[src/lfu_pkg.sv]
// Shared sizes, types and codes for the LFU slot replacement block.
// Used by lfu_cell, lfu_min_tree and lfu_frame_replacement.
`timescale 1ns / 1ps

package lfu_pkg;

  localparam int FRAMES     = 32;
  localparam int ID_BITS    = 8;
  localparam int COUNT_BITS = 16;

  // Register and occupancy field widths.
  localparam int CFG_W = 6;
  localparam int OCC_W = 6;

  localparam int SLOT_W = (FRAMES > 1) ? $clog2(FRAMES) : 1;
  localparam int CNT_W  = $clog2(FRAMES + 1);
  localparam int CMP_W  = (CNT_W > CFG_W) ? CNT_W : CFG_W;
  localparam int LEVELS = (FRAMES > 1) ? $clog2(FRAMES) : 0;
  localparam int LEAVES = 1 << LEVELS;
  localparam int NODES  = 2 * LEAVES - 1;

  localparam logic [CFG_W-1:0]      CFG_RESET = CFG_W'(32);
  localparam logic [COUNT_BITS-1:0] COUNT_MAX = '1;

  typedef logic [ID_BITS-1:0]    ident_t;
  typedef logic [COUNT_BITS-1:0] count_t;
  typedef logic [SLOT_W-1:0]     slot_t;

  typedef struct packed {
    ident_t ident;
    count_t refs;
  } cell_data_t;

  typedef enum logic [1:0] {
    OP_HOLD,
    OP_INC,
    OP_APPEND,
    OP_EVICT
  } cell_op_t;

  // Broadcast to every cell in the row.
  typedef struct packed {
    cell_op_t op;
    ident_t   cand;
    slot_t    target;  // append slot, or last occupied slot on evict
    slot_t    victim;
  } cell_cmd_t;

  typedef struct packed {
    logic   valid;
    slot_t  index;
    ident_t ident;
    count_t refs;
  } node_t;

endpackage

[src/lfu_cell.sv]
// One slot of the age-ordered row: identifier, count, match compare.
// Depends on lfu_pkg; takes its younger neighbor's contents on eviction.
`timescale 1ns / 1ps

module lfu_cell
  import lfu_pkg::*;
(
  input  logic       clk,
  input  logic       rst,
  input  slot_t      slot_index,
  input  logic       occupied,
  input  cell_cmd_t  cmd,
  input  cell_data_t nbr,
  output cell_data_t data,
  output logic       match
);

  ident_t ident;
  count_t refs;

  assign data  = '{ident: ident, refs: refs};
  assign match = occupied && (ident == cmd.cand);

  always_ff @(posedge clk) begin
    case (cmd.op)
      OP_APPEND: begin
        if (slot_index == cmd.target) begin
          ident <= cmd.cand;
        end
      end
      OP_EVICT: begin
        if (slot_index == cmd.target) begin
          ident <= cmd.cand;
        end else if (slot_index >= cmd.victim && slot_index < cmd.target) begin
          ident <= nbr.ident;
        end
      end
      default: begin
      end
    endcase
  end

  always_ff @(posedge clk) begin
    if (rst) begin
      refs <= '0;
    end else begin
      case (cmd.op)
        OP_INC: begin
          if (match && refs != COUNT_MAX) begin
            refs <= refs + 1'b1;
          end
        end
        OP_APPEND: begin
          if (slot_index == cmd.target) begin
            refs <= count_t'(1);
          end
        end
        OP_EVICT: begin
          if (slot_index == cmd.target) begin
            refs <= count_t'(1);
          end else if (slot_index >= cmd.victim && slot_index < cmd.target) begin
            refs <= nbr.refs;
          end
        end
        default: begin
        end
      endcase
    end
  end

endmodule

[config.mk]
export PLATFORM = sky130hd
export DESIGN_NAME = lfu_cell
export DESIGN_NICKNAME = d
export VERILOG_FILES = /design/src/lfu_pkg.sv /design/src/lfu_cell.sv
export SDC_FILE = /design/constraint.sdc
export NUM_CORES = 1
export LEC_CHECK = 0
export ABC_CLOCK_PERIOD_IN_PS = 2100
export BUFFER_PORTS_ARGS = -buffer_cell sky130_fd_sc_hd__buf_2
export CAP_MARGIN = 25
export CORE_ASPECT_RATIO = 1.75
export CORE_MARGIN = 5
export CORE_UTILIZATION = 44
export DETAILED_ROUTE_END_ITERATION = 10
export PLACE_DENSITY = 0.77
export SLEW_MARGIN = 10
export SYNTH_ARGS = -nofsm -noshare
export SYNTH_HDL_FRONTEND = slang
export SYNTH_SLANG_ARGS = --single-unit
[constraint.sdc]
create_clock -name clk -period 2.1 [get_ports clk]
set_input_delay 0 -clock clk [delete_from_list [all_inputs] [get_ports clk]]
set_output_delay 0 -clock clk [all_outputs]
set_load 0.01 [all_outputs]
Word-level counts from Yosys, hierarchy flattened
Index checks and enable logic that the tools add are counted.
{ "totals": {"register_bits": 24, "latchBits": 0, "mem_bits_rw": 0, "mem_bits_ro": 0, "word_cells": 30, "mem_count": 0} }
{ "op_classes": {"addsub": 1, "mul": 0, "n_div": 0, "order_cmp": 2, "eq_ne": 9, "shifts": 0, "muxes": 9, "bitwise": 0, "n_reduce_logical": 7} }
{ "ops": {"columns": ["cell", "n"], "rows": [
  ["16-bit two-way mux", 4],
  ["16-bit case mux with 3 select lines", 1],
  ["8-bit two-way mux", 3],
  ["16-bit by 1-bit adder with 16-bit output (second input constant)", 1],
  ["16-bit inequality test (second input constant)", 1],
  ["8-bit case mux with 2 select lines", 1],
  ["8-bit == test", 1],
  ["5-bit == test", 1],
  ["5-bit >= comparator", 1],
  ["5-bit < comparator", 1],
  ["2-bit == test (second input constant)", 2],
  ["2-bit inequality test (second input constant)", 2],
  ["4-bit AND reduction", 1],
  ["1-bit logical AND", 3],
  ["3-bit inequality test (second input constant)", 1],
  ["3-bit AND reduction", 1],
  ["3-bit nonzero test", 1],
  ["2-bit by 1-bit == test with 1-bit output (second input constant)", 1],
  ["2-bit nonzero test", 1]
]} }

Longest topological paths before layout
Gate-level depths: netlist of the first run.
{ "logic_depth": {"depth_word": 5, "depth_mapped": 9} }

Worst setup path before layout of the first run
OpenSTA, ideal clock, no wires.
{ "synth_timing": {"path_kind": "in2reg", "from": "in cmd[8] (netlist bit)", "to": "reg ident[0] (enable)", "setup_ns": 0.332, "t_arrival_ns": 1.649, "required_ns": 1.768, "path_slack_ns": 0.119, "stages": 8, "cell_sequence": "inv_1 ha_1 a21oi_2 a21boi_1 or4b_4 o21ai_2 clkbuf_8 and2_1"} }
{ "synth_between": {"elab_chain_cells": 4, "word_cells_on_any_way": 6} }
{ "synth_rtl": {"columns": ["item", "line", "source"], "rows": [
  ["start, declared", "lfu_cell.sv:12", "input cell_cmd_t cmd,"],
  ["5-bit < comparator", "lfu_cell.sv:34", "end else if (slot_index >= cmd.victim && slot_index < cmd.target) begin"],
  ["1-bit logical AND", "lfu_cell.sv:34", null],
  ["3-bit inequality test (no line)", null, null],
  ["3-bit AND reduction (no line) (*)", null, null],
  ["end signal, assigned", "lfu_cell.sv:28", "ident <= cmd.cand;"],
  ["end signal, assigned", "lfu_cell.sv:33", "ident <= cmd.cand;"],
  ["end signal, assigned", "lfu_cell.sv:35", "ident <= nbr.ident;"],
  ["end, declared", "lfu_cell.sv:18", "ident_t ident;"]
]} }
Every way passes the cells marked *; elsewhere a longest branch is shown, timed or not.
A chain may end at the register's enable or synchronous reset.

Worst setup path after layout of the first run
{ "layout_timing": {"from": "reg ident[4]", "to": "reg refs[11]"} }
{ "layout_between": {"elab_chain_cells": 5} }
{ "layout_rtl": {"columns": ["item", "line", "source"], "rows": [
  ["8-bit == test", "lfu_cell.sv:22", "assign match = occupied && (ident == cmd.cand);"],
  ["1-bit logical AND", "lfu_cell.sv:22", null],
  ["1-bit logical AND", "lfu_cell.sv:49", "if (match && refs != COUNT_MAX) begin"],
  ["2-bit inequality test (no line)", null, null],
  ["4-bit AND reduction (no line)", null, null],
  ["end signal, assigned", "lfu_cell.sv:50", "refs <= refs + 1'b1;"],
  ["end signal, assigned", "lfu_cell.sv:55", "refs <= count_t'(1);"],
  ["end signal, assigned", "lfu_cell.sv:60", "refs <= count_t'(1);"],
  ["end, declared", "lfu_cell.sv:19", "count_t refs;"]
]} }
No other way between the ends.

==> results of run 1 <==
## cell families after synthesis
family,Yosys count,synth area share
DFF,24,0.303
AOI/OAI and AO/OA,53,0.209
adders and majority gates,11,0.0744
and+or+nand+nor,92,0.234
xor gates and xnor gates,19,0.0899
buffers and inverters,24,0.0899
## worst max-delay path by stage
stage	start	to	slack (ns)	cells after the start
finish	ident[4]	refs[11]	0.07	6
global route	ident[7]	refs[11]	-0.04	6
CTS	ident[0]	refs[11]	0.04	6
detailed placement	slot_index[3]	refs[11]	-0.08	8
global placement	slot_index[3]	refs[10]	0.03	8
floorplan	cmd[8]	ident[0]	0.12	8
## registers in the layout, summed over array words and instances (netlist names)
name	cells
ident	8
refs	16
## where the power goes
part	internal, mW	switching, mW
logic	0.204	0.207
registers	0.523	0.0387
clock network	0.207	0.162
total	0.935	0.408
## routing by layer
layer  global-route usage  share of wire
met1                0.196           0.36
met2                0.357           0.55
met3               0.0403          0.075
met4               0.0605          0.014
met5                    0              0
## synth_stat cells, types with 2 or more instances
| master | count | area share |
|---|---|---|
| clkbuf_8 | 4 | 0.030 |
| a22o_1 | 3 | 0.014 |
| nand3_1 | 13 | 0.035 |
| a21oi_1 | 22 | 0.060 |
| edfxtp_1 | 8 | 0.13 |
| ha_1 | 11 | 0.074 |
| nor2_1 | 16 | 0.032 |
| a2bb2oi_1 | 4 | 0.019 |
| dfxtp_1 | 16 | 0.17 |
| xnor2_1 | 13 | 0.062 |
| a2111oi_0 | 8 | 0.038 |
| nand2_1 | 32 | 0.065 |
| buf_4 | 2 | 0.0081 |
| inv_1 | 12 | 0.024 |
| nand4_1 | 7 | 0.024 |
| o21ai_0 | 2 | 0.0054 |
| nand2b_1 | 3 | 0.010 |
| buf_6 | 2 | 0.012 |
| a311oi_1 | 4 | 0.019 |
| xor2_1 | 6 | 0.028 |
| nor3_1 | 13 | 0.035 |
## stage by stage
stage | cell area, um2 | hold slack [ns] | TNS, ns
CTS | 2470 | 0.0173 | 0
detailed placement | 2320 | 0.261 | -0.492
global placement | 2320 | 0.257 | 0
global route | 2530 | 0.0348 | -0.255
finish | 2530 | 0.0163 | 0
floorplan | 1850 | 0.108 | 0
## critical path: stages (launching register included)
cell       delay, ns
edfxtp_1        0.44
xnor2_2         0.20
nand4_1         0.17
a2111oi_4       0.42
nor2_2          0.17
a2111oi_0       0.42
nor3_1          0.09
## cell type report
class                   count  area, um2
repair buffers            103        632
flip-flops and latches     24        561
fillers                   381       1580
multi-input cells         175       1160
inverters                  12       45.0
clock buffers               4       66.3
well taps                  49       61.3
## what timing repair did
action,in CTS,in global routing
endpoints found under the setup margin,0,11
hold buffers,8,0
resized for setup,0,12
hold endpoints to repair,8,0
buffers inserted,0,2
==> summary by stage, run 1 <==
Timing
The routed design could run at a clock period as short as 2.03 ns. The final number of setup-violating endpoints is 0. For the pin with the worst max-slew slack, the measured transition is 0.448 ns.

The peak clock frequency supported by timing is 0.492 GHz. The final count of pins violating max slew is 0. The hold violation total from the final report is 0. Setup repair after global routing could not meet its margin everywhere.

Dividing the final minimum period by the clock period gives 0.967. The worst setup margin is 0.0689 ns. For the final database, setup skew stands at 0.00657 ns.

The worst-case headroom to the max-slew limit is 0.701.

Cells and area
In the final layout, the share of cells above drive strength 1 is 0.352. Leaving out fill and tap cells, the most frequent cell in the layout is buf_2. In the final design database the tool counted 382 nets. The library cells used most frequently in the layout, excluding fill and tap cells, are 76 x buf_2, 32 x nand2_1, 22 x a21oi_1.

The signed area change from the synthesized netlist to the final layout is 36.6%. 0 antenna diodes ended up in the layout. Measured on the finished design, the core utilization comes to 0.615. The count of placed standard cells in the final layout, fillers left out is 367.

Global route
Across every metal layer, demand over resource in global routing totals 0.187. The via count of the first global-routing pass is 1984. The initial antenna violation count is 0.

The total overflow left after global routing is 0. The global-route wire length before repair is 8.31 mm. Entering global routing, the biggest net connects 24 pins.

Worst hold path
The min-delay analysis places its worst path in the category primary input to register. The number of cells on the worst hold path is 3. The worst hold path terminates at refs[6]. The startpoint of the tightest hold check path is nbr[6].

Route
In the routed layout, each cell is associated on average with a via count of 5.53. The detailed-route DRC error count is 0. The post-route antenna net violation count is 0. The routed design has 5.41 mm of wire. The first-pass iteration count of the detailed router is 4. In the final routed layout, each cell accounts on average for 14.8 um. The via count of the routed design is 2029. The number of violations reported at the end of detailed-routing iteration 0 is 69.

Outcome
The flow ran to the end, and the final reports show no timing, DRC or antenna violations.

Logic synthesis
The sequential element share of the synthesized area is 0.303. Counting flops with an async set or reset pin after synthesis yields a share of 0. The mean area per synthesized cell is 8.30 um2. The count of distinct cell types in the synthesized netlist is 43. The number of nets produced by synthesis is 286. In this run, synthesis produced a sequential element count of 24. The count of synthesis-stage warnings from yosys is 0. Synthesis handed over a netlist of 223 instances. The number of flops mapped to enable cells by yosys is 8. After synthesis the cells add up to 0.00185 mm2. Among all flip-flop cells after synthesis, the most frequent one is dfxtp_1.

Clock network
Clock tree synthesis selected as its root buffer the cell clkbuf_8. CTS built an H-tree with a depth of 1. The clock reaches the later pin of the worst-skew pair after 0.27 ns.

The clock transition at the register clock pins on the worst setup and hold paths after CTS is 0.09 ns. The TritonCTS clock tree is yes. Counting the buffers created by CTS gives 3. No sink is reached through more buffers than the 2 on the longest clock path. The clock drives 24 sinks.

Setup path
The endpoint of the most critical register-to-register path is refs[11]. The type of origin of the critical path is a register. The largest driver fanout on the critical path is 9.

Data on the critical path is required at its endpoint by 2.26 ns. The internal reg-to-reg setup slack is 0.07 ns. The arrival time at the worst endpoint is 2.19 ns. The logic depth of the worst register-to-register path is 6.

The worst register-to-register path begins at ident[4]. The critical path is of the register to register type. The worst setup path is captured at a register.

Die
Pin placement for this block handled 77 I/O pins. The effective utilization at floorplan is 0.450. The floorplan step set the die width to 59.0 um. The placeable core area is 0.00411 mm2. The initialized floorplan defines 31 standard-cell rows.

The die footprint is 0.00565 mm2. The die is 95.8 um tall.

Power and ir drop
For this design the ratio of total power to cell area is 531 mW/mm2. The worst IR drop on VDD is 0.444 mV. For this design the static power due to leakage is 1.13 nW. Overall power consumption after layout is estimated at 1.34 mW.

Place
The number of cells after detailed placement is 353. The port buffer count is 76. The global placement routability congestion is 0.861.

The pre-CTS setup slack is -0.0759 ns. The post-DP HPWL is 4.08 mm.

Job
The count of maximum capacitance violations is 0.
Note: power is estimated with default switching activity, not from simulation.
==> inputs of run 2 (changes only) <==
ABC_CLOCK_PERIOD_IN_PS = 2550   (was 2100)
CORE_UTILIZATION = 52   (was 44)
CTS_CLUSTER_SIZE = 8   (was default)
PLACE_DENSITY = 0.86   (was 0.77)
clock period = 2.55 ns   (was 2.1 ns; I/O delays follow)
==> summary by stage, run 2 (synthesis gave the netlist of run 1 again) <==
Cells and area
The filler cell count came to 291 (was 381). The register ranked first by flip-flop count is refs (unchanged). The flip-flop count of the largest register after layout came to 16 (unchanged). Largest registers in the final layout: refs (16), ident (8) (unchanged). The fraction of final layout cells with drive strength greater than 1 is 0.308 (was 0.352).

The multi-input logic area was 0.00112 mm2 (was 0.00116 mm2). The signed area change from the synthesized netlist to the final layout is 25.4% (was 36.6%). The final core utilization is 0.683 (was 0.615). The antenna diode count is 0 (unchanged). The combined flip-flop and latch cell area is 561 um2 (unchanged). The most common library cell in the layout ignoring fill and taps is buf_2 (unchanged). Leading cell types in the layout, fill and taps excluded: 76 x buf_2, 32 x nand2_1, 22 x a21oi_1 (unchanged). The final-stage net count is 366 (was 382).

Timing
The measured slew at the worst slew-check pin is 0.893 ns (was 0.448 ns). The final number of setup-violating endpoints came to 0 (unchanged). The setup total negative slack came to 0 ns (unchanged). The peak clock frequency supported by timing is 0.441 GHz (was 0.492 GHz). The worst-case headroom to the max-slew limit was 0.404 (was 0.701). The post-route clock skew is 0.00599 ns (was 0.00657 ns).

The final count of pins violating max slew is 0 (unchanged). Setup repair after global routing missed its margin: false (was true). The shortest period the worst path allows is 2.27 ns (was 2.03 ns). The smallest hold slack is -0.00244 ns (was 0.0163 ns). The hold violation total from the final report is 1 (was 0). The ratio of final minimum period to clock period is 0.889 (was 0.967).

Power and ir drop
The areal power density over the cells came to 443 mW/mm2 (was 531 mW/mm2). The proportion of total power due to net switching was 0.313 (was 0.304). The total power is 1.03 mW (was 1.34 mW). The internal power summed over all cells came to 707 uW (was 935 uW).

The reported net switching power is 322 uW (was 408 uW). The logic gate share of total power is 0.286 (was 0.307). The worst IR drop on VDD is 0.478 mV (was 0.444 mV). The static leakage power came to 1.02 nW (was 1.13 nW).

The clock share of power is 0.261 (was 0.275). The fraction of power consumed by sequential logic is 0.453 (was 0.419).

Clock network
The clock root buffer master is clkbuf_8 (unchanged). The clock transition at the register clock pins on the worst setup and hold paths after CTS is 0.09 ns (about the same). The number of buffers between clock root and the deepest sink is 2 (unchanged). The TritonCTS clock tree is yes (unchanged). The insertion delay of the later-clocked pin in the worst-skew pair was 0.27 ns (about the same). The H-tree depth is 1 (unchanged). The number of buffers created by CTS is 3 (unchanged).

The total setup buffers inserted after CTS came to 0 (unchanged). The number of clock sinks seen by CTS is 24 (unchanged).

Setup path
The endpoint of the most critical register-to-register path is refs[1] (was refs[11]). The end point of the critical path is refs[1] (was refs[11]). The internal reg-to-reg setup slack is 0.28 ns (was 0.07 ns). The category of the critical setup timing path is register to register (unchanged). The logic depth of the worst register-to-register path came to 7 (was 6). The arrival time at the worst endpoint was 2.42 ns (was 2.19 ns). The endpoint required time on the critical path came to 2.70 ns (was 2.26 ns).

The type of origin of the critical path was a register (unchanged). The capturing element type of the critical path is a register (unchanged). The worst setup path startpoint is refs[0] (was ident[4]). The worst reg2reg path startpoint is refs[0] (was ident[4]). The largest driver fanout on the critical path came to 9 (unchanged).

Die
The placeable core area is 0.00340 mm2 (was 0.00411 mm2). The effective utilization at floorplan is 0.545 (was 0.450). The number of primary I/O pins is 77 (unchanged). The horizontal die dimension was 55.1 um (was 59.0 um).

The die height is 88.9 um (was 95.8 um). The die footprint is 0.00490 mm2 (was 0.00565 mm2). The cell row count was 28 (was 31).

Route
The routed length per placed instance is 15.1 um (was 14.8 um). The via count normalized by instance count is 5.67 (was 5.53). The first-pass iteration count of the detailed router came to 4 (unchanged). The via count of the routed design is 1966 (was 2029). The number of violations reported at the end of detailed-routing iteration 0 is 67 (was 69).

The detailed-route DRC error count is 0 (unchanged). The post-route antenna net violation count is 0 (unchanged). The wire length reported by the detailed router was 5.23 mm (was 5.41 mm).

Worst hold path
The path category of the worst min-delay check is primary input to register (unchanged).

Place
The global placement routability congestion is 0.847 (was 0.861). The port buffer count is 76 (unchanged). The post-DP HPWL came to 3.82 mm (was 4.08 mm).

Job
The count of maximum capacitance violations is 0 (unchanged).

Global route
The aggregate global-route resource usage is 0.228 (was 0.187). The residual overflow from global routing is 0 (unchanged). The maximum number of pins on one net before global-route repair is 24 (unchanged). The via count of the first global-routing pass is 1910 (was 1984).

The global-route wire length before repair is 8.34 mm (was 8.31 mm). The initial antenna violation count is 0 (unchanged).

Outcome
Result of the run: finished, violations left (was finished clean). The final reports fail on hold timing.
==> run 2: changes by cell type in the layout (fill, tap and decap cells not counted), sizes merged <==
cell / change
dlygate4sd3: -1
buf: -15
==> run 2: worst max-delay path, cell delays in order, from the launching register on <==
cell and delay (ns):
dfxtp_1 0.37, ha_1 0.26, nand4_1 0.18, nor2_2 0.11
a2111oi_4 0.40, nor2_1 0.26, a2111oi_0 0.50, nor3_1 0.08
==> run 2: per-layer routing <==
metal / up-vias / track usage / part of all wire
met3: 15 / 0.0484 / 0.091
li1: 966 / - / -
met1: 885 / 0.243 / 0.34
met4: 0 / 0.0796 / 0.023
met2: 100 / 0.420 / 0.55
met5: - / 0 / 0
==> run 2: area by class of cell <==
type	instances	area share
Multi-Input combinational cell	175	0.484
Sequential cell	24	0.242
Timing Repair Buffer	87	0.207
Tap cell	45	0.0243
Clock buffer	4	0.0237
Inverter	12	0.0194
==> run 2: power groups by stage <==
stage | Combinational (mW) | Sequential [mW] | Clock (mW)
floorplan | 0.173 | 0.485 | 0
global placement | 0.277 | 0.472 | 0
detailed placement | 0.283 | 0.474 | 0
CTS | 0.294 | 0.466 | 0.266
global route | 0.329 | 0.471 | 0.283
finish | 0.294 | 0.466 | 0.268
==> run 2: how the worst min path moves through the flow <==
stage	from	to	slack, ns	cells past startpoint
after detailed placement	nbr[17]	ident[1]	0.26	3
after global routing	nbr[22]	ident[6]	0.03	3
after floorplan	occupied	match	0.11	2
after global placement	nbr[20]	ident[4]	0.26	3
final	nbr[22]	ident[6]	-0.002	3
after CTS	nbr[22]	ident[6]	0.002	3
==> run 2: through the flow <==
step / setup WS (ns) / std cells / instance area, um2
floorplan: 0.569 / 223 / 1850
global placement: 0.331 / 336 / 2200
detailed placement: 0.261 / 336 / 2200
CTS: 0.231 / 347 / 2320
global route: 0.0889 / 347 / 2320
finish: 0.282 / 347 / 2320
==> run 2: what timing repair did <==
item	4_1_cts	5_1_grt
hold endpoints to repair	7	0
gates resized for setup	0	1
setup endpoints to repair	0	5
hold buffers	7	0
==> inputs of run 3 (changes only) <==
PLACE_DENSITY = 0.84   (was 0.86)
==> summary by stage, run 3 (synthesis gave the netlist of run 1 again) <==
Die
The die footprint is 0.00490 mm2 (unchanged). The die height was 88.9 um (unchanged). The placeable core area is 0.00340 mm2 (unchanged). The number of primary I/O pins is 77 (unchanged). The cell row count is 28 (unchanged). The effective utilization at floorplan is 0.545 (unchanged). The horizontal die dimension was 55.1 um (unchanged).

Clock network
The clock transition at the register clock pins on the worst setup and hold paths after CTS is 0.09 ns (about the same). The H-tree depth was 1 (unchanged). The number of buffers created by CTS is 3 (unchanged). The number of buffers between clock root and the deepest sink came to 2 (unchanged).

The clock root buffer master is clkbuf_8 (unchanged). The number of clock sinks seen by CTS is 24 (unchanged). The total setup buffers inserted after CTS was 0 (unchanged). The TritonCTS clock tree is yes (unchanged). The insertion delay of the later-clocked pin in the worst-skew pair came to 0.28 ns (was 0.27 ns).

Setup path
The endpoint of the most critical register-to-register path is refs[4] (was refs[1]). The internal reg-to-reg setup slack is 0.30 ns (was 0.28 ns). The largest driver fanout on the critical path came to 16 (was 9). The type of origin of the critical path is a register (unchanged). The endpoint required time on the critical path is 2.71 ns (was 2.70 ns).

The logic depth of the worst register-to-register path is 8 (was 7). The arrival time at the worst endpoint is 2.41 ns (was 2.42 ns). The capturing element type of the critical path is a register (unchanged). The worst setup path startpoint was refs[0] (unchanged). The worst reg2reg path startpoint is refs[0] (unchanged).

The end point of the critical path is refs[4] (was refs[1]). The category of the critical setup timing path is register to register (unchanged).

Route
The number of violations reported at the end of detailed-routing iteration 0 came to 40 (was 67). The post-route antenna net violation count is 0 (unchanged). The routed length per placed instance is 14.9 um (was 15.1 um).

The via count normalized by instance count is 5.60 (was 5.67). The detailed-route DRC error count was 0 (unchanged). The first-pass iteration count of the detailed router is 4 (unchanged). The via count of the routed design is 1954 (was 1966). The wire length reported by the detailed router is 5.21 mm (was 5.23 mm).

Power and ir drop
The static leakage power is 1.03 nW (was 1.02 nW). The total power is 1.03 mW (about the same). The areal power density over the cells came to 442 mW/mm2 (was 443 mW/mm2). The worst IR drop on VDD was 0.348 mV (was 0.478 mV).

Cells and area
The register ranked first by flip-flop count is refs (unchanged). The signed area change from the synthesized netlist to the final layout was 26.2% (was 25.4%). The fraction of final layout cells with drive strength greater than 1 is 0.313 (was 0.308). Largest registers in the final layout: refs (16), ident (8) (unchanged). The flip-flop count of the largest register after layout came to 16 (unchanged).

The final-stage net count is 368 (was 366). The antenna diode count came to 0 (unchanged). Leading cell types in the layout, fill and taps excluded: 76 x buf_2, 32 x nand2_1, 22 x a21oi_1 (unchanged). The most common library cell in the layout ignoring fill and taps was buf_2 (unchanged).

Place
The global placement routability congestion was 0.892 (was 0.847). The post-DP HPWL is 4.07 mm (was 3.82 mm). The port buffer count was 76 (unchanged). The pre-CTS setup slack was 0.236 ns (was 0.261 ns).

Global route
The aggregate global-route resource usage came to 0.226 (was 0.228). The maximum number of pins on one net before global-route repair was 23 (was 24). The initial antenna violation count is 0 (unchanged). The global-route wire length before repair is 8.21 mm (was 8.34 mm). The residual overflow from global routing was 0 (unchanged). The via count of the first global-routing pass was 1914 (was 1910).

Timing
The smallest hold slack is 0.000876 ns (was -0.00244 ns). The worst setup margin is 0.298 ns (was 0.282 ns). The shortest period the worst path allows is 2.25 ns (was 2.27 ns).

The final number of setup-violating endpoints was 0 (unchanged). The hold violation total from the final report is 0 (was 1). The worst-case headroom to the max-slew limit is 0.432 (was 0.404). The peak clock frequency supported by timing was 0.444 GHz (was 0.441 GHz).

The measured slew at the worst slew-check pin is 0.852 ns (was 0.893 ns). The setup total negative slack was 0 ns (unchanged). The ratio of final minimum period to clock period is 0.883 (was 0.889).

Setup repair after global routing missed its margin: false (unchanged). The final count of pins violating max slew was 0 (unchanged). The post-route clock skew is 0.00354 ns (was 0.00599 ns).

Worst hold path
The path category of the worst min-delay check is primary input to register (unchanged).

Job
The count of maximum capacitance violations is 0 (unchanged).

Outcome
Result of the run: finished clean (was finished, violations left).
==> run 3: cell types whose count changed in the layout (fill, tap and decap cells not counted), sizes merged <==
cell | before | now
buf | 80 | 82
==> run 3: layout make-up <==
| class | count | area (um2) |
|---|---|---|
| clock buffers | 4 | 55.1 |
| fillers | 306 | 1060 |
| inverters | 12 | 45.0 |
| multi-input cells | 175 | 1120 |
| flip-flops and latches | 24 | 561 |
| well taps | 45 | 56.3 |
| repair buffers | 89 | 495 |
==> run 3: worst min-delay path by stage <==
stage / from / endpoint / slack (ns) / cells past startpoint
after CTS: nbr[16] / ident[0] / 0.005 / 3
after global placement: nbr[20] / ident[4] / 0.26 / 3
after global routing: nbr[16] / ident[0] / 0.005 / 3
after floorplan: occupied / match / 0.11 / 2
after detailed placement: nbr[21] / ident[5] / 0.26 / 3
final: nbr[16] / ident[0] / 0.0009 / 3
==> run 3: power by group <==
part / switching [mW] / internal, mW / leakage (nW)
logic: 0.157 / 0.139 / 0.792
clock network: 0.133 / 0.138 / 0.0288
registers: 0.0345 / 0.431 / 0.206
total: 0.324 / 0.708 / 1.03
==> run 3: metrics by stage <==
stage               utilization  std cells  area (um2)
floorplan                     -        223        1850
global placement          0.651        338        2210
detailed placement        0.651        338        2210
CTS                       0.687        349        2340
global route              0.687        349        2340
finish                    0.687        349        2340
==> run 3: metal layers <==
metal	vias up	share of wire	global-route usage
met1	898	0.35	0.222
met3	11	0.073	0.0434
met5	-	0	0
met2	75	0.55	0.433
met4	0	0.020	0.0907
li1	970	-	-
==> run 3: critical path: stages (launching register included) <==
cell	delay (ns)
dfxtp_1	0.42
ha_1	0.25
nand4_1	0.21
nor2_2	0.28
a2111oi_4	0.14
or2_2	0.44
buf_4	0.21
a21oi_1	0.14
nor3_1	0.06
==> run 3: timing repair <==
action,CTS,global route
setup endpoints to repair,0,2
hold endpoints to repair,7,0
resized for setup,0,1
hold buffers,7,0
